[config.mk]
export PLATFORM = sky130hd
export DESIGN_NAME = dhcp_message_parser_core_flat
export DESIGN_NICKNAME = d
export VERILOG_FILES = /design/src/design/dmp_pkg.sv /design/src/design/dmp_if.sv /design/src/design/dmp_step.sv /design/src/design/dmp_out_queue.sv /design/src/design/dhcp_message_parser_core.sv /design/src/flat_wrapper.sv
export SDC_FILE = /design/constraint.sdc
export NUM_CORES = 1
export LEC_CHECK = 0
export BUFFER_PORTS_ARGS = -buffer_cell sky130_fd_sc_hd__buf_2
export CAP_MARGIN = 0
export CORE_ASPECT_RATIO = 1.2
export CORE_MARGIN = 10
export CORE_UTILIZATION = 61
export CTS_CLUSTER_DIAMETER = 120
export DETAILED_ROUTE_END_ITERATION = 16
export HOLD_SLACK_MARGIN = 0.1
export PLACE_DENSITY = 0.82
export SLEW_MARGIN = 20
export SYNTH_ARGS = -nofsm -noshare
export SYNTH_HDL_FRONTEND = slang
export SYNTH_SLANG_ARGS = --single-unit
[constraint.sdc]
create_clock -name clk -period 6 [get_ports clk]
set_input_delay 1.2 -clock clk [delete_from_list [all_inputs] [get_ports clk]]
set_output_delay 1.2 -clock clk [all_outputs]
set_load 0.01 [all_outputs]
[src/design/dmp_pkg.sv]
// ----------------------------------------------------------------------------
// dmp_pkg
// Shared types and constants of the DHCP/BOOTP message parser.
// ----------------------------------------------------------------------------
package dmp_pkg;

  localparam logic [2:0] KIND_HDR_FIELD = 3'd0;
  localparam logic [2:0] KIND_BLOB_BYTE = 3'd1;
  localparam logic [2:0] KIND_OPT_HDR   = 3'd2;
  localparam logic [2:0] KIND_OPT_DATA  = 3'd3;
  localparam logic [2:0] KIND_MSG_END   = 3'd4;

  localparam logic [3:0] FID_GIADDR = 4'd10;
  localparam logic [3:0] FID_CHADDR = 4'd11;
  localparam logic [3:0] FID_SNAME  = 4'd12;
  localparam logic [3:0] FID_FILE   = 4'd13;

  localparam logic [7:0] HEADER_LAST = 8'd27;
  localparam logic [7:0] CHADDR_BASE = 8'd28;
  localparam logic [7:0] SNAME_BASE  = 8'd44;
  localparam logic [7:0] FILE_BASE   = 8'd108;
  localparam logic [7:0] BLOB_LAST   = 8'd235;
  localparam logic [7:0] COOKIE_LAST = 8'd239;
  localparam logic [7:0] OFFSET_MAX  = 8'd255;
  localparam logic [7:0] CODE_PAD    = 8'd0;
  localparam logic [7:0] CODE_END    = 8'd255;

  typedef struct packed {
    logic [2:0]  item_kind;
    logic [3:0]  field_id;
    logic [31:0] field_value;
    logic [7:0]  byte_index;
    logic [7:0]  option_code;
    logic [7:0]  option_length;
    logic        truncated;
    logic        last_result;
  } dmp_item_t;

  // last byte offset of each fixed header field, op through giaddr
  function automatic logic [7:0] field_end(input logic [3:0] fid);
    logic [7:0] e;
    unique case (fid)
      4'd0:    e = 8'd0;
      4'd1:    e = 8'd1;
      4'd2:    e = 8'd2;
      4'd3:    e = 8'd3;
      4'd4:    e = 8'd7;
      4'd5:    e = 8'd9;
      4'd6:    e = 8'd11;
      4'd7:    e = 8'd15;
      4'd8:    e = 8'd19;
      4'd9:    e = 8'd23;
      default: e = 8'd27;
    endcase
    return e;
  endfunction

  // header field that the byte at this offset belongs to
  function automatic logic [3:0] header_field(input logic [7:0] off);
    logic [3:0] fid;
    fid = FID_GIADDR;
    for (int i = 9; i >= 0; i--) begin
      if (off <= field_end(4'(i))) begin
        fid = 4'(i);
      end
    end
    return fid;
  endfunction

endpackage

[src/design/dmp_if.sv]
// ----------------------------------------------------------------------------
// dmp_in_if / dmp_out_if
// Valid/ready channels for message bytes and parsed result items.
// ----------------------------------------------------------------------------
interface dmp_in_if;
  logic       valid;
  logic       ready;
  logic [7:0] data_byte;
  logic       end_of_message;

  modport source (output valid, output data_byte, output end_of_message, input ready);
  modport sink   (input valid, input data_byte, input end_of_message, output ready);
endinterface

interface dmp_out_if;
  logic        valid;
  logic        ready;
  logic [2:0]  item_kind;
  logic [3:0]  field_id;
  logic [31:0] field_value;
  logic [7:0]  byte_index;
  logic [7:0]  option_code;
  logic [7:0]  option_length;
  logic        truncated;
  logic        last_result;

  modport source (output valid, output item_kind, output field_id, output field_value,
                  output byte_index, output option_code, output option_length,
                  output truncated, output last_result, input ready);
  modport sink   (input valid, input item_kind, input field_id, input field_value,
                  input byte_index, input option_code, input option_length,
                  input truncated, input last_result, output ready);
endinterface

[src/design/dmp_step.sv]
// ----------------------------------------------------------------------------
// dmp_step
// Parse state and per-byte decode: up to one parsed item and one end item.
// ----------------------------------------------------------------------------
module dmp_step
  import dmp_pkg::*;
(
  input  logic      clk,
  input  logic      rst_n,
  input  logic      go,
  input  logic [7:0] data_byte,
  input  logic      eom,
  output dmp_item_t main_item,
  output logic      main_vld,
  output dmp_item_t end_item,
  output logic      end_vld
);

  typedef enum logic [2:0] {
    PH_HEADER = 3'd0,
    PH_BLOB   = 3'd1,
    PH_COOKIE = 3'd2,
    PH_CODE   = 3'd3,
    PH_LEN    = 3'd4,
    PH_DATA   = 3'd5
  } phase_t;

  phase_t      phase_r, phase_nxt;
  logic [7:0]  offset_r, offset_nxt;
  logic [31:0] acc_r, acc_nxt;
  logic [7:0]  code_r, code_nxt;
  logic [7:0]  remain_r, remain_nxt;
  logic [7:0]  pos_r, pos_nxt;

  logic [31:0] acc_shift;
  logic [3:0]  hdr_fid;
  logic [7:0]  remain_dec;

  always_comb begin
    phase_nxt  = phase_r;
    acc_nxt    = acc_r;
    code_nxt   = code_r;
    remain_nxt = remain_r;
    pos_nxt    = pos_r;
    main_vld   = 1'b0;
    main_item  = '0;
    acc_shift  = {acc_r[23:0], data_byte};
    hdr_fid    = header_field(offset_r);
    remain_dec = remain_r - 8'd1;

    unique case (phase_r)
      PH_HEADER: begin
        acc_nxt = acc_shift;
        if (offset_r == field_end(hdr_fid)) begin
          main_vld              = 1'b1;
          main_item.item_kind   = KIND_HDR_FIELD;
          main_item.field_id    = hdr_fid;
          main_item.field_value = acc_shift;
          acc_nxt               = '0;
        end
        if (offset_r >= HEADER_LAST) phase_nxt = PH_BLOB;
      end
      PH_BLOB: begin
        main_vld              = 1'b1;
        main_item.item_kind   = KIND_BLOB_BYTE;
        main_item.field_value = {24'd0, data_byte};
        if (offset_r < SNAME_BASE) begin
          main_item.field_id   = FID_CHADDR;
          main_item.byte_index = offset_r - CHADDR_BASE;
        end else if (offset_r < FILE_BASE) begin
          main_item.field_id   = FID_SNAME;
          main_item.byte_index = offset_r - SNAME_BASE;
        end else begin
          main_item.field_id   = FID_FILE;
          main_item.byte_index = offset_r - FILE_BASE;
        end
        if (offset_r >= BLOB_LAST) phase_nxt = PH_COOKIE;
      end
      PH_COOKIE: begin
        if (offset_r >= COOKIE_LAST) phase_nxt = PH_CODE;
      end
      PH_CODE: begin
        if (data_byte != CODE_PAD && data_byte != CODE_END) begin
          code_nxt  = data_byte;
          phase_nxt = PH_LEN;
        end
      end
      PH_LEN: begin
        main_vld                = 1'b1;
        main_item.item_kind     = KIND_OPT_HDR;
        main_item.option_code   = code_r;
        main_item.option_length = data_byte;
        if (data_byte == 8'd0) begin
          phase_nxt = PH_CODE;
        end else begin
          remain_nxt = data_byte;
          pos_nxt    = '0;
          phase_nxt  = PH_DATA;
        end
      end
      PH_DATA: begin
        main_vld                = 1'b1;
        main_item.item_kind     = KIND_OPT_DATA;
        main_item.field_value   = {24'd0, data_byte};
        main_item.byte_index    = pos_r;
        main_item.option_code   = code_r;
        main_item.option_length = pos_r + remain_r;
        pos_nxt                 = pos_r + 8'd1;
        remain_nxt              = remain_dec;
        if (remain_dec == 8'd0) phase_nxt = PH_CODE;
      end
      default: begin
        phase_nxt = PH_CODE;
      end
    endcase

    offset_nxt = (offset_r < OFFSET_MAX) ? offset_r + 8'd1 : offset_r;

    main_item.last_result = !eom;
    end_vld               = eom;
    end_item              = '0;
    end_item.item_kind    = KIND_MSG_END;
    end_item.truncated    = (phase_nxt != PH_CODE);
    end_item.last_result  = 1'b1;

    if (eom) begin
      phase_nxt  = PH_HEADER;
      offset_nxt = '0;
      acc_nxt    = '0;
      code_nxt   = '0;
      remain_nxt = '0;
      pos_nxt    = '0;
    end
  end

  always_ff @(posedge clk) begin
    if (!rst_n) begin
      phase_r  <= PH_HEADER;
      offset_r <= '0;
      acc_r    <= '0;
      code_r   <= '0;
      remain_r <= '0;
      pos_r    <= '0;
    end else if (go) begin
      phase_r  <= phase_nxt;
      offset_r <= offset_nxt;
      acc_r    <= acc_nxt;
      code_r   <= code_nxt;
      remain_r <= remain_nxt;
      pos_r    <= pos_nxt;
    end
  end

endmodule

[src/design/dmp_out_queue.sv]
// ----------------------------------------------------------------------------
// dmp_out_queue
// Four-entry result queue, takes up to two items a cycle, drains one a cycle while rd_ready is high.
// ----------------------------------------------------------------------------
module dmp_out_queue
  import dmp_pkg::*;
(
  input  logic      clk,
  input  logic      rst_n,
  input  logic      wr_a_vld,
  input  dmp_item_t wr_a,
  input  logic      wr_b_vld,
  input  dmp_item_t wr_b,
  output logic      room2,
  output logic      rd_vld,
  output dmp_item_t rd_item,
  input  logic      rd_ready
);

  dmp_item_t  q_r [4];
  logic [1:0] wr_ptr_r, wr_ptr_nxt;
  logic [1:0] rd_ptr_r, rd_ptr_nxt;
  logic [2:0] cnt_r, cnt_nxt;

  logic       pop;
  logic [2:0] push_n;
  dmp_item_t  first_item;
  logic [1:0] wr_ptr_p1;

  always_comb begin
    rd_vld     = (cnt_r != 3'd0);
    rd_item    = q_r[rd_ptr_r];
    room2      = (cnt_r <= 3'd2);
    pop        = rd_vld && rd_ready;
    push_n     = {2'd0, wr_a_vld} + {2'd0, wr_b_vld};
    first_item = wr_a_vld ? wr_a : wr_b;
    wr_ptr_p1  = wr_ptr_r + 2'd1;
    wr_ptr_nxt = wr_ptr_r + push_n[1:0];
    rd_ptr_nxt = pop ? rd_ptr_r + 2'd1 : rd_ptr_r;
    cnt_nxt    = cnt_r + push_n - {2'd0, pop};
  end

  always_ff @(posedge clk) begin
    if (push_n != 3'd0) q_r[wr_ptr_r] <= first_item;
    if (push_n == 3'd2) q_r[wr_ptr_p1] <= wr_b;
  end

  always_ff @(posedge clk) begin
    if (!rst_n) begin
      wr_ptr_r <= '0;
      rd_ptr_r <= '0;
      cnt_r    <= '0;
    end else begin
      wr_ptr_r <= wr_ptr_nxt;
      rd_ptr_r <= rd_ptr_nxt;
      cnt_r    <= cnt_nxt;
    end
  end

endmodule

[src/design/dhcp_message_parser_core.sv]
// path: an accepted byte is registered in the input stage, then decoded, and its results
//   are written to the result queue, from which out_ch is driven
// throughput: one message byte per cycle while the queue has room; a final byte that also yields a parsed
//   item puts two results in the queue, drained one per cycle while out_ch.ready is high
// input is held off only while the four-entry result queue lacks room for two
// reset: synchronous active-low rst_n empties the queue and resets the parser
// ----------------------------------------------------------------------------
// dhcp_message_parser_core
// DHCP/BOOTP byte-stream parser: header fields, blob bytes, options, end item.
// ----------------------------------------------------------------------------
module dhcp_message_parser_core
  import dmp_pkg::*;
(
  input  logic clk,
  input  logic rst_n,
  dmp_in_if.sink    in_ch,
  dmp_out_if.source out_ch
);

  logic       s1_vld_r, s1_vld_nxt;
  logic [7:0] s1_byte_r;
  logic       s1_eom_r;

  logic       go;
  logic       room2;
  logic       accept;
  dmp_item_t  main_item, end_item, rd_item;
  logic       main_vld, end_vld, rd_vld;

  assign go           = s1_vld_r && room2;
  assign in_ch.ready  = !s1_vld_r || go;
  assign accept       = in_ch.valid && in_ch.ready;

  always_comb begin
    s1_vld_nxt = s1_vld_r;
    if (accept) begin
      s1_vld_nxt = 1'b1;
    end else if (go) begin
      s1_vld_nxt = 1'b0;
    end
  end

  always_ff @(posedge clk) begin
    if (!rst_n) begin
      s1_vld_r <= 1'b0;
    end else begin
      s1_vld_r <= s1_vld_nxt;
    end
  end

  always_ff @(posedge clk) begin
    if (accept) begin
      s1_byte_r <= in_ch.data_byte;
      s1_eom_r  <= in_ch.end_of_message;
    end
  end

  dmp_step u_step (
    .clk       (clk),
    .rst_n     (rst_n),
    .go        (go),
    .data_byte (s1_byte_r),
    .eom       (s1_eom_r),
    .main_item (main_item),
    .main_vld  (main_vld),
    .end_item  (end_item),
    .end_vld   (end_vld)
  );

  dmp_out_queue u_queue (
    .clk      (clk),
    .rst_n    (rst_n),
    .wr_a_vld (go && main_vld),
    .wr_a     (main_item),
    .wr_b_vld (go && end_vld),
    .wr_b     (end_item),
    .room2    (room2),
    .rd_vld   (rd_vld),
    .rd_item  (rd_item),
    .rd_ready (out_ch.ready)
  );

  assign out_ch.valid         = rd_vld;
  assign out_ch.item_kind     = rd_item.item_kind;
  assign out_ch.field_id      = rd_item.field_id;
  assign out_ch.field_value   = rd_item.field_value;
  assign out_ch.byte_index    = rd_item.byte_index;
  assign out_ch.option_code   = rd_item.option_code;
  assign out_ch.option_length = rd_item.option_length;
  assign out_ch.truncated     = rd_item.truncated;
  assign out_ch.last_result   = rd_item.last_result;

endmodule

[src/flat_wrapper.sv]
// flat-port wrapper written by rule: the top's interface ports become plain ports
module dhcp_message_parser_core_flat import dmp_pkg::*;
  (clk, rst_n, in_ch_valid, in_ch_data_byte, in_ch_end_of_message, in_ch_ready, out_ch_valid, out_ch_item_kind, out_ch_field_id, out_ch_field_value, out_ch_byte_index, out_ch_option_code, out_ch_option_length, out_ch_truncated, out_ch_last_result, out_ch_ready);
  dmp_in_if in_ch_i ();
  dmp_out_if out_ch_i ();
  input  logic clk;
  input  logic rst_n;
  input wire logic [$bits(in_ch_i.valid)-1:0] in_ch_valid;
  input wire logic [$bits(in_ch_i.data_byte)-1:0] in_ch_data_byte;
  input wire logic [$bits(in_ch_i.end_of_message)-1:0] in_ch_end_of_message;
  output wire logic [$bits(in_ch_i.ready)-1:0] in_ch_ready;
  output wire logic [$bits(out_ch_i.valid)-1:0] out_ch_valid;
  output wire logic [$bits(out_ch_i.item_kind)-1:0] out_ch_item_kind;
  output wire logic [$bits(out_ch_i.field_id)-1:0] out_ch_field_id;
  output wire logic [$bits(out_ch_i.field_value)-1:0] out_ch_field_value;
  output wire logic [$bits(out_ch_i.byte_index)-1:0] out_ch_byte_index;
  output wire logic [$bits(out_ch_i.option_code)-1:0] out_ch_option_code;
  output wire logic [$bits(out_ch_i.option_length)-1:0] out_ch_option_length;
  output wire logic [$bits(out_ch_i.truncated)-1:0] out_ch_truncated;
  output wire logic [$bits(out_ch_i.last_result)-1:0] out_ch_last_result;
  input wire logic [$bits(out_ch_i.ready)-1:0] out_ch_ready;
  assign in_ch_i.valid = in_ch_valid;
  assign in_ch_i.data_byte = in_ch_data_byte;
  assign in_ch_i.end_of_message = in_ch_end_of_message;
  assign in_ch_ready = in_ch_i.ready;
  assign out_ch_valid = out_ch_i.valid;
  assign out_ch_item_kind = out_ch_i.item_kind;
  assign out_ch_field_id = out_ch_i.field_id;
  assign out_ch_field_value = out_ch_i.field_value;
  assign out_ch_byte_index = out_ch_i.byte_index;
  assign out_ch_option_code = out_ch_i.option_code;
  assign out_ch_option_length = out_ch_i.option_length;
  assign out_ch_truncated = out_ch_i.truncated;
  assign out_ch_last_result = out_ch_i.last_result;
  assign out_ch_i.ready = out_ch_ready;
  dhcp_message_parser_core u_core (.clk(clk), .rst_n(rst_n), .in_ch(in_ch_i), .out_ch(out_ch_i));
endmodule
==> impl_metrics.sql, run 1 <==
INSERT INTO impl_metrics (metric_group, metric, value, unit) VALUES
('sta', 'timing.final.setup_violations', '0', ''),
('global_routing', 'grt_antenna_before_repair', '0', ''),
('cells_and_area', 'layout-drive-gt1-share', '0.186', ''),
('clock_network', 'clock-sinks', '338', ''),
('outcome', 'status', 'completed', ''),
('pwr', 'peakVddDrop', '235', 'uV'),
('setup_path', 'worstSetupEndpointType', 'register', ''),
('cells_and_area', 'mostFrequentLayoutCell', 'dfxtp_1', ''),
('clock_network', 'postCtsSetupRepairBufs', '0', ''),
('logic_synthesis', 'postSynth.asyncResetShare', '0', ''),
('floorplan', 'die_h', '187', 'microns'),
('place', 'dp.final_hpwl', '23.7', 'mm'),
('clock_network', 'number_of_h_tree_levels', '2', ''),
('clock_network', 'cts_tree', 'yes', ''),
('pwr', 'cellLeakagePower', '6.23', 'nW'),
('sta', 'max_slew_margin', '0.325', ''),
('clock_network', 'clock-root-buffer', 'clkbuf_16', ''),
('place', 'placed_cells', '1563', ''),
('routing', 'final_antenna_net_count', '0', ''),
('cells_and_area', 'commonest_cells_after_routing_fill_and_taps_aside', '323 x dfxtp_1, 237 x a22o_1, 79 x buf_2, 72 x nand2_1, 65 x mux4_2', ''),
('logic_synthesis', 'warnings_synthesis', '0', ''),
('worst_hold_path', 'hold_path_class', 'register to register', ''),
('global_routing', 'grt_max_degree', '51', ''),
('logic_synthesis', 'synthesis.area', '14200', 'sq um'),
('pwr', 'power-per-cell-area', '355', 'nW/um^2'),
('clock_network', 'post_cts_resized', '0', ''),
('sta', 'finalWorstSetupSlack', '586', 'ps'),
('setup_path', 'startpoint_type', 'register', ''),
('logic_synthesis', 'synth.avg_cell_area', '11.4', 'sq um'),
('pwr', 'netSwitchingPower', '0.00155', 'W'),
('routing', 'avgViaCountPerCell', '6.68', ''),
('cells_and_area', 'final_cell_count_no_fill', '1624', ''),
('sta', 'maxSlewViolCount', '0', ''),
('routing', 'wire_per_inst', '23.0', 'microns'),
('pwr', 'clock_power_share', '0.395', ''),
('place', 'port_buffers', '79', ''),
('place', 'place_congestion', '0.926', ''),
('setup_path', 'setup.reg_to_reg.worst_slack', '590', 'ps'),
('pwr', 'power_frac_seq', '0.450', ''),
('job', 'cap_viol_max_count', '0', ''),
('global_routing', 'overflow', '0', ''),
('floorplan', 'effective_utilization_at_floorplan', '0.617', ''),
('clock_network', 'ctsHoldBuffers', '0', ''),
('floorplan', 'num_rows', '61', ''),
('cells_and_area', 'filler_cell_count', '1647', ''),
('clock_network', 'cts_inserted_buffers', '34', ''),
('clock_network', 'cts.path.max_buffers', '3', ''),
('logic_synthesis', 'synth_sequential_area_ratio', '0.485', ''),
('pwr', 'switching_share', '0.273', ''),
('setup_path', 'worst-endpoint-required', '6350', 'ps'),
('cells_and_area', 'area_delta_synth_final', '12.0', '%'),
('sta', 'grt_setup_unrepaired', 'no', ''),
('cells_and_area', 'final_net_count', '1326', ''),
('clock_network', 'clk_transition_reported_paths', '60', 'ps'),
('floorplan', 'fp.coreArea', '23000', 'sq um'),
('routing', 'drt-initial-drc-count', '909', ''),
('sta', 'clock.fmax', '185', 'MHz'),
('sta', 'final.min_clock_period', '5410', 'ps'),
('pwr', 'internal_power', '0.00411', 'W'),
('setup_path', 'worst-endpoint-arrival', '5770', 'ps'),
('setup_path', 'setup.worst_path.class', 'register to register', ''),
('cells_and_area', 'antenna-diode-count', '0', ''),
('sta', 'finalSetupTns', '0', 'ps'),
('routing', 'routed_wirelength', '37.4', 'mm'),
('logic_synthesis', 'yosys_register_bits', '338', ''),
('global_routing', 'grt_pass1_wl', '60.3', 'mm'),
('floorplan', 'num_io_pins', '80', ''),
('sta', 'fin_crit_sh', '0.902', ''),
('routing', 'firstDrtPassIters', '5', ''),
('place', 'post-place-ws', '722', 'ps'),
('logic_synthesis', 'ys.flop_type', 'dfxtp_1', '');
## Yosys cell counts (all sizes together), types with 3 or more instances
library cell  count  area (sq um)
a21boi            6          45.0
nand4b            3          26.3
edfxtp           13           390
a2111oi           5          43.8
a22o            237          2080
o21bai            3          22.5
a211oi            6          72.6
a21o              8          60.1
or4               4          30.0
buf              29           178
nor4              6          97.6
a21oi            31           155
nor2b            21           131
nand4             7          43.8
mux4             65          1460
o41ai             7           136
o22ai             3          18.8
o31ai             4          30.0
mux2i             7          70.1
nand2            73           274
and2             20           125
or3               9          56.3
and4              3          28.8
a22oi            17           128
clkbuf           66           248
xnor2            19           193
nor2             61           229
a211o             5          43.8
ha               26           325
nor3             17          85.1
dfxtp           325          6510
o21a              4          30.0
o21ai            53           265
or2               3          18.8
nand3            10          50.1
xor2             15           131
inv              26          97.6
nor3b             4          30.0
nand2b            5          31.3
## cell type report
cell class / count / area [sq um] / share of cell area
sequential: 338 / 6900 / 0.433
timing repair buffer: 96 / 543 / 0.0341
inverter: 26 / 97.6 / 0.00613
clock inverter: 11 / 194 / 0.0122
clock buffer: 49 / 988 / 0.0621
multi-input combinational: 789 / 6810 / 0.427
tap: 315 / 394 / 0.0248
## worst paths after layout
kind / from / endpoint / cells after the start
worst max register to register: u_core.u_step.offset_r[2] / u_core.u_queue.q_r[0][0] / 21
worst max-delay path: u_core.u_step.offset_r[2] / u_core.u_queue.q_r[0][0] / 21
worst min register to register: u_core.u_queue.q_r[1][62] / u_core.u_queue.q_r[1][62] / 2
worst min-delay path: u_core.u_queue.q_r[1][62] / u_core.u_queue.q_r[1][62] / 2
## power by group through the flow
stage | logic [W] | clock network [W] | registers [W]
6_report | 0.000876 | 0.00223 | 0.00255
4_1_cts | 0.000852 | 0.00225 | 0.00256
5_1_grt | 0.000950 | 0.00234 | 0.00256
2_1_floorplan | 0.000700 | 0 | 0.00249
3_5_place_dp | 0.000845 | 0 | 0.00260
3_3_place_gp | 0.000831 | 0 | 0.00260
## state kept, by name, summed over array words and instances (netlist names), named ones only
| name | flops |
|---|---|
| u_core.u_step.remain_r | 8 |
| u_core.u_step.phase_r | 3 |
| u_core.u_queue.q_r | 260 |
| u_core.u_queue.wr_ptr_r | 2 |
| u_core.u_step.offset_r | 8 |
| u_core.u_step.acc_r | 24 |
| u_core.u_step.code_r | 8 |
| u_core.u_step.pos_r | 8 |
| u_core.s1_byte_r | 8 |
| u_core.s1_vld_r | 1 |
| u_core.u_queue.cnt_r | 3 |
| u_core.u_queue.rd_ptr_r | 2 |
| u_core.s1_eom_r | 1 |
## worst max-delay path, cell delays in order (launching register included)
cell and delay [ps]:
dfxtp_1 360, inv_1 270, ha_1 400, inv_1 110
and2_1 170, o2bb2ai_1 110, o21ai_0 250, nor2_1 100
ha_1 290, nor3b_1 130, a21oi_1 370, xnor2_4 130
o211ai_4 90, a21oi_1 120, inv_2 90, ha_1 230
or3_1 430, and2_2 870, buf_4 440, inv_1 110
nor2_1 110, a21oi_1 50
## through the flow
step / area (sq um) / total power (W) / util / hold WS, ps
2_1_floorplan: 14200 / 0.00319 / - / 418
3_3_place_gp: 14700 / 0.00343 / 0.638 / 429
3_5_place_dp: 14700 / 0.00345 / 0.638 / 431
4_1_cts: 15900 / 0.00566 / 0.690 / 441
5_1_grt: 15900 / 0.00585 / 0.691 / 464
6_report: 15900 / 0.00565 / 0.691 / 441
## layer usage
| layer | vias up | share of wire | global-route usage |
|---|---|---|---|
| li1 | 4821 | - | - |
| met1 | 5410 | 0.39 | 0.291 |
| met2 | 508 | 0.50 | 0.422 |
| met3 | 103 | 0.078 | 0.0454 |
| met4 | 0 | 0.036 | 0.102 |
| met5 | - | 0 | 0 |
## cells by family after synthesis
group                    count (synthesis)  share of synthesized area
XOR/XNOR                                34                     0.0228
adder cells (fa/ha/maj)                 28                     0.0257
AO/OA/AOI/OAI                          404                      0.230
multiplexers                            72                      0.108
AND/OR/NAND/NOR                        251                     0.0915
flip-flops                             338                      0.485
buffers and inverters                  121                     0.0368
(Power assumes the default switching activity.)
==> run 2: changes to the inputs <==
CTS_BUF_LIST = sky130_fd_sc_hd__clkbuf_4 sky130_fd_sc_hd__clkbuf_8 sky130_fd_sc_hd__clkbuf_16   (was default)
RECOVER_POWER = 25   (was default)
==> impl_metrics.sql, run 2 (synthesis gave the netlist of run 1 again) <==
INSERT INTO impl_metrics (metric_group, metric, value, unit) VALUES
('outcome', 'status', 'complete, but fails checks', ''),
('outcome', 'failed_checks', 'capacitance limit, slew limit', ''),
('pwr', 'switching_share', '0.272', ''),
('global_routing', 'overflow', '0', ''),
('routing', 'wire_per_inst', '23.0', 'microns'),
('clock_network', 'cts_tree', 'yes', ''),
('pwr', 'peakVddDrop', '233', 'uV'),
('cells_and_area', 'largest_registers', 'u_core.u_queue.q_r: 260 flops, u_core.u_step.acc_r: 24 flops', ''),
('sta', 'final.min_clock_period', '5410', 'ps'),
('pwr', 'power_frac_seq', '0.448', ''),
('global_routing', 'grt_antenna_before_repair', '0', ''),
('cells_and_area', 'stdcell_area', '15900', 'sq um'),
('sta', 'timing.final.setup_violations', '0', ''),
('cells_and_area', 'area_delta_synth_final', '11.6', '%'),
('routing', 'routed_wirelength', '37.4', 'mm'),
('floorplan', 'die_h', '187', 'microns'),
('worst_hold_path', 'worst_hold_path_startpoint', 'u_core.u_queue.q_r[1][62]', ''),
('clock_network', 'clock-root-buffer', 'clkbuf_16', ''),
('routing', 'detail_route.drc_violations', '0', ''),
('place', 'placed_cell_area', '14700', 'sq um'),
('clock_network', 'number_of_h_tree_levels', '2', ''),
('setup_path', 'ff2ff_path_depth', '21', ''),
('floorplan', 'num_io_pins', '80', ''),
('sta', 'hold_ws', '441', 'ps'),
('global_routing', 'grt_use_total', '0.244', ''),
('sta', 'clock.fmax', '185', 'MHz'),
('worst_hold_path', 'hold_path_class', 'register to register', ''),
('pwr', 'netSwitchingPower', '0.00154', 'W'),
('pwr', 'combinational_fraction_of_design_power', '0.153', ''),
('sta', 'max_slew_margin', '-0.0290', ''),
('place', 'dp.final_hpwl', '23.7', 'mm'),
('cells_and_area', 'final_net_count', '1326', ''),
('job', 'cap_viol_max_count', '1', ''),
('cells_and_area', 'antenna-diode-count', '0', ''),
('routing', 'drt-initial-drc-count', '951', ''),
('global_routing', 'grt_pass1_vias', '10999', ''),
('routing', 'final_antenna_net_count', '0', ''),
('cells_and_area', 'mostFrequentLayoutCell', 'dfxtp_1', ''),
('clock_network', 'cts.path.max_buffers', '3', ''),
('setup_path', 'startpoint_type', 'register', ''),
('worst_hold_path', 'worstHoldEndpoint', 'u_core.u_queue.q_r[1][62]', ''),
('sta', 'finalWorstSetupSlack', '588', 'ps'),
('setup_path', 'setup.reg_to_reg.worst_slack', '590', 'ps'),
('sta', 'fin_crit_sh', '0.902', ''),
('setup_path', 'worstReg2RegStart', 'u_core.u_step.offset_r[2]', ''),
('cells_and_area', 'commonest_cells_after_routing_fill_and_taps_aside', '324 x dfxtp_1, 237 x a22o_1, 72 x nand2_1, 65 x mux4_2, 61 x nor2_1', ''),
('sta', 'hold_viol_final', '0', ''),
('pwr', 'power-per-cell-area', '358', 'nW/um^2'),
('place', 'post-place-ws', '722', 'ps'),
('sta', 'worst_clock_skew', '9.40', 'ps'),
('place', 'place_congestion', '0.926', ''),
('worst_hold_path', 'worst_hold_path_cell_count', '2', ''),
('pwr', 'clock_power_share', '0.400', ''),
('setup_path', 'worstSetupEndpointType', 'register', ''),
('setup_path', 'setup.worst_path.class', 'register to register', ''),
('setup_path', 'worst-endpoint-required', '6350', 'ps'),
('clock_network', 'ctsHoldBuffers', '0', ''),
('place', 'port_buffers', '79', ''),
('cells_and_area', 'largest-register', 'u_core.u_queue.q_r', ''),
('sta', 'max_slew.worst_pin.slew', '1540', 'ps'),
('floorplan', 'die-area', '29800', 'sq um'),
('pwr', 'internal_power', '0.00414', 'W'),
('cells_and_area', 'largest_reg_flops', '260', ''),
('clock_network', 'postCtsSetupRepairBufs', '0', ''),
('cells_and_area', 'layout-drive-gt1-share', '0.156', ''),
('sta', 'maxSlewViolCount', '22', ''),
('floorplan', 'effective_utilization_at_floorplan', '0.617', ''),
('clock_network', 'post_cts_resized', '0', ''),
('pwr', 'cellLeakagePower', '6.05', 'nW'),
('floorplan', 'die_w', '159', 'microns'),
('setup_path', 'worst-endpoint-arrival', '5770', 'ps'),
('routing', 'firstDrtPassIters', '5', ''),
('clock_network', 'clock-sinks', '338', ''),
('place', 'placed_cells', '1563', ''),
('floorplan', 'num_rows', '61', ''),
('global_routing', 'grt_pass1_wl', '60.2', 'mm'),
('sta', 'grt_setup_unrepaired', 'no', ''),
('clock_network', 'cts_inserted_buffers', '34', ''),
('setup_path', 'critPathMaxFanout', '41', ''),
('routing', 'route.vias.total', '10846', ''),
('global_routing', 'grt_max_degree', '51', ''),
('routing', 'avgViaCountPerCell', '6.68', ''),
('sta', 'finalSetupTns', '0', 'ps'),
('cells_and_area', 'final_cell_count_no_fill', '1624', ''),
('clock_network', 'clkLatencyLatePin', '510', 'ps'),
('clock_network', 'clk_transition_reported_paths', '60', 'ps'),
('setup_path', 'crit-reg2reg-capture', 'u_core.u_queue.q_r[0][0]', ''),
('floorplan', 'fp.coreArea', '23000', 'sq um');
[run 2: final cells by class]
class                   count  area, sq um
flip-flops and latches    338         6900
fillers                  1669         7180
multi-input cells         789         6810
repair buffers             96          463
clock buffers              49         1020
well taps                 315          394
inverters                  26         97.6
clock inverters            11          194
[run 2: worst max-delay path, stage by stage, from the launching register on]
cell       delay, ps
dfxtp_1          360
inv_1            270
ha_1             400
inv_1            120
and2_1           170
o2bb2ai_1        110
o21ai_0          240
nor2_1           100
ha_1             290
nor3b_1          130
a21oi_1          370
xnor2_4          130
o211ai_4          90
a21oi_1          120
inv_2             90
ha_1             230
or3_1            430
and2_2           880
buf_4            440
inv_1            110
nor2_1           110
a21oi_1           50
[run 2: power by group through the flow]
stage | registers, W | clock network [W] | logic, W
after floorplan | 0.00249 | 0 | 0.000700
after global placement | 0.00260 | 0 | 0.000831
after detailed placement | 0.00260 | 0 | 0.000845
after CTS | 0.00256 | 0.00229 | 0.000851
after global routing | 0.00256 | 0.00238 | 0.000944
final | 0.00254 | 0.00227 | 0.000868
[run 2: stage by stage]
stage | total power [W] | utilization
after global placement | 0.00343 | 0.638
after global routing | 0.00588 | 0.689
after CTS | 0.00570 | 0.691
after floorplan | 0.00319 | -
final | 0.00568 | 0.689
after detailed placement | 0.00345 | 0.638
[run 2: worst max path at each step]
stage,cells after the start,slack (ps),start,to
6_report,21,590,u_core.u_step.offset_r[2],u_core.u_queue.q_r[0][0]
5_1_grt,21,280,u_core.u_step.offset_r[2],u_core.u_queue.q_r[0][0]
4_1_cts,21,680,u_core.u_step.offset_r[2],u_core.u_queue.q_r[0][0]
3_5_place_dp,21,720,u_core.u_step.offset_r[2],u_core.u_queue.q_r[0][0]
3_3_place_gp,18,920,u_core.u_step.offset_r[2],u_core.u_queue.q_r[0][0]
2_1_floorplan,21,1230,u_core.u_step.offset_r[2],u_core.u_queue.q_r[0][28]
[run 2: layer usage]
metal,vias up,track usage,share of wire
li1,4824,-,-
met1,5413,0.294,0.39
met2,492,0.420,0.50
met3,117,0.0440,0.072
met4,0,0.102,0.038
met5,-,0,0
==> run 3: changes to the inputs <==
CORE_UTILIZATION = 63   (was 61)
CTS_BUF_LIST = sky130_fd_sc_hd__clkbuf_2 sky130_fd_sc_hd__clkbuf_4 sky130_fd_sc_hd__clkbuf_8   (was sky130_fd_sc_hd__clkbuf_4 sky130_fd_sc_hd__clkbuf_8 sky130_fd_sc_hd__clkbuf_16)
PLACE_DENSITY = 0.84   (was 0.82)
==> impl_metrics.sql, run 3 (synthesis gave the netlist of run 1 again) <==
INSERT INTO impl_metrics (metric_group, metric, value, unit) VALUES
('cells_and_area', 'commonest_cells_after_routing_fill_and_taps_aside', '324 x dfxtp_1, 237 x a22o_1, 72 x nand2_1, 68 x clkbuf_8, 65 x mux4_2', ''),
('cells_and_area', 'largest-register', 'u_core.u_queue.q_r', ''),
('sta', 'finalSetupTns', '0', 'ps'),
('cells_and_area', 'filler_cell_count', '1557', ''),
('cells_and_area', 'final_cell_count_no_fill', '1619', ''),
('setup_path', 'worstSetupEndpointType', 'register', ''),
('setup_path', 'worst-endpoint-required', '6470', 'ps'),
('clock_network', 'clk_transition_reported_paths', '70', 'ps'),
('clock_network', 'cts_inserted_buffers', '51', ''),
('setup_path', 'critPathMaxFanout', '39', ''),
('clock_network', 'number_of_h_tree_levels', '2', ''),
('place', 'place_congestion', '0.897', ''),
('floorplan', 'num_io_pins', '80', ''),
('cells_and_area', 'seq_area', '6900', 'sq um'),
('cells_and_area', 'final_net_count', '1342', ''),
('cells_and_area', 'antenna-diode-count', '0', ''),
('sta', 'clock.fmax', '193', 'MHz'),
('pwr', 'peakVddDrop', '235', 'uV'),
('clock_network', 'post_cts_resized', '0', ''),
('sta', 'finalWorstSetupSlack', '813', 'ps'),
('clock_network', 'postCtsSetupRepairBufs', '0', ''),
('global_routing', 'overflow', '0', ''),
('routing', 'route.vias.total', '10842', ''),
('pwr', 'cellLeakagePower', '6.05', 'nW'),
('floorplan', 'effective_utilization_at_floorplan', '0.638', ''),
('sta', 'hold_viol_final', '0', ''),
('global_routing', 'grt_max_degree', '54', ''),
('sta', 'timing.final.setup_violations', '0', ''),
('global_routing', 'grt_pass1_wl', '59.6', 'mm'),
('clock_network', 'clock-root-buffer', 'clkbuf_8', ''),
('routing', 'detail_route.drc_violations', '0', ''),
('pwr', 'totalPowerFinal', '0.00542', 'W'),
('floorplan', 'die_w', '157', 'microns'),
('floorplan', 'die_h', '185', 'microns'),
('place', 'placed_cells', '1527', ''),
('floorplan', 'die-area', '29000', 'sq um'),
('routing', 'firstDrtPassIters', '5', ''),
('sta', 'fin_crit_sh', '0.865', ''),
('sta', 'maxSlewViolCount', '30', ''),
('sta', 'max_slew_margin', '-0.0181', ''),
('clock_network', 'clkLatencyLatePin', '580', 'ps'),
('floorplan', 'num_rows', '60', ''),
('setup_path', 'startpoint_type', 'register', ''),
('global_routing', 'grt_antenna_before_repair', '0', ''),
('cells_and_area', 'largest_reg_flops', '260', ''),
('sta', 'grt_setup_unrepaired', 'no', ''),
('outcome', 'failed_checks', 'capacitance limit, slew limit', ''),
('sta', 'worst_clock_skew', '17.6', 'ps'),
('routing', 'wire_per_inst', '23.0', 'microns'),
('cells_and_area', 'largest_registers', 'u_core.u_queue.q_r: 260 flops, u_core.u_step.acc_r: 24 flops', ''),
('place', 'dp.final_hpwl', '23.6', 'mm'),
('routing', 'avgViaCountPerCell', '6.70', ''),
('place', 'post-place-ws', '907', 'ps'),
('sta', 'hold_ws', '448', 'ps'),
('sta', 'max_slew.worst_pin.slew', '1530', 'ps'),
('place', 'port_buffers', '79', ''),
('setup_path', 'worst-endpoint-arrival', '5650', 'ps'),
('worst_hold_path', 'hold_path_class', 'register to register', ''),
('clock_network', 'cts_tree', 'yes', ''),
('clock_network', 'ctsHoldBuffers', '0', ''),
('pwr', 'power-per-cell-area', '345', 'nW/um^2'),
('routing', 'final_antenna_net_count', '0', ''),
('outcome', 'status', 'complete, but fails checks', ''),
('routing', 'routed_wirelength', '37.3', 'mm'),
('job', 'cap_viol_max_count', '1', ''),
('global_routing', 'grt_use_total', '0.253', ''),
('routing', 'drt-initial-drc-count', '959', ''),
('cells_and_area', 'multiInputGateArea', '6810', 'sq um'),
('clock_network', 'clock-sinks', '338', ''),
('setup_path', 'setup.worst_path.class', 'register to register', ''),
('cells_and_area', 'layout-drive-gt1-share', '0.175', ''),
('sta', 'final.min_clock_period', '5190', 'ps'),
('cells_and_area', 'area_delta_synth_final', '10.6', '%'),
('cells_and_area', 'mostFrequentLayoutCell', 'dfxtp_1', ''),
('floorplan', 'fp.coreArea', '22300', 'sq um'),
('clock_network', 'cts.path.max_buffers', '3', ''),
('global_routing', 'grt_pass1_vias', '11053', '');
[run 3: changes by cell type in the layout (fill, tap and decap cells not counted), sizes merged]
cell	previous run	this run
buf	49	48
clkinvlp	1	0
bufinv	5	1
clkbuf	96	129
clkinv	4	8
[run 3: worst max-delay path, cell delays in order, from the launching register on]
cell and delay (ps):
dfxtp_1 370, inv_1 260, ha_1 400, inv_1 120, and2_1 170, o2bb2ai_1 110, o21ai_0 240, nor2_1 100
ha_1 300, nor3b_1 140, a21oi_1 340, xnor2_4 180, o211ai_4 100, a21oi_1 210, inv_2 60, ha_1 250
or3_1 520, and2_2 490, buf_4 370, a22o_1 300
[run 3: path summary, 6_finish.rpt]
| kind | from | to | slack, ps | depth (start not counted) |
|---|---|---|---|---|
| worst max-delay path | u_core.u_step.offset_r[2] | u_core.u_queue.q_r[0][18] | 810 | 19 |
| worst min-delay path | u_core.u_queue.q_r[3][62] | u_core.u_queue.q_r[3][62] | 450 | 2 |
| worst max register to register | u_core.u_step.offset_r[2] | u_core.u_queue.q_r[0][18] | 810 | 19 |
| worst min register to register | u_core.u_queue.q_r[3][62] | u_core.u_queue.q_r[3][62] | 450 | 2 |
[run 3: cell type report]
type / count / share of cell area
flip-flops and latches: 338 / 0.439
multi-input cells: 789 / 0.433
clock buffers: 82 / 0.0662
repair buffers: 95 / 0.0290
well taps: 279 / 0.0222
inverters: 26 / 0.00620
clock inverters: 10 / 0.00517
[run 3: metrics by stage]
step	utilization	cell area [sq um]
global route	0.705	15700
global placement	0.658	14700
CTS	0.708	15800
detailed placement	0.658	14700
floorplan	-	14200
finish	0.705	15700
[run 3: where the power goes]
part | internal, W | leakage [nW] | switching [W]
registers | 0.00239 | 2.75 | 0.000160
logic | 0.000342 | 2.70 | 0.000509
clock network | 0.00114 | 0.605 | 0.000881
total | 0.00387 | 6.05 | 0.00155
[run 3: routing by layer]
| metal | wire, microns | global-route usage | part of all wire | up-vias |
|---|---|---|---|---|
| met3 | 2900 | 0.0431 | 0.078 | 95 |
| met5 | 0 | 0 | 0 | - |
| met1 | 14800 | 0.316 | 0.40 | 5350 |
| met4 | 1260 | 0.106 | 0.034 | 0 |
| li1 | - | - | - | 4857 |
| met2 | 18300 | 0.425 | 0.49 | 540 |
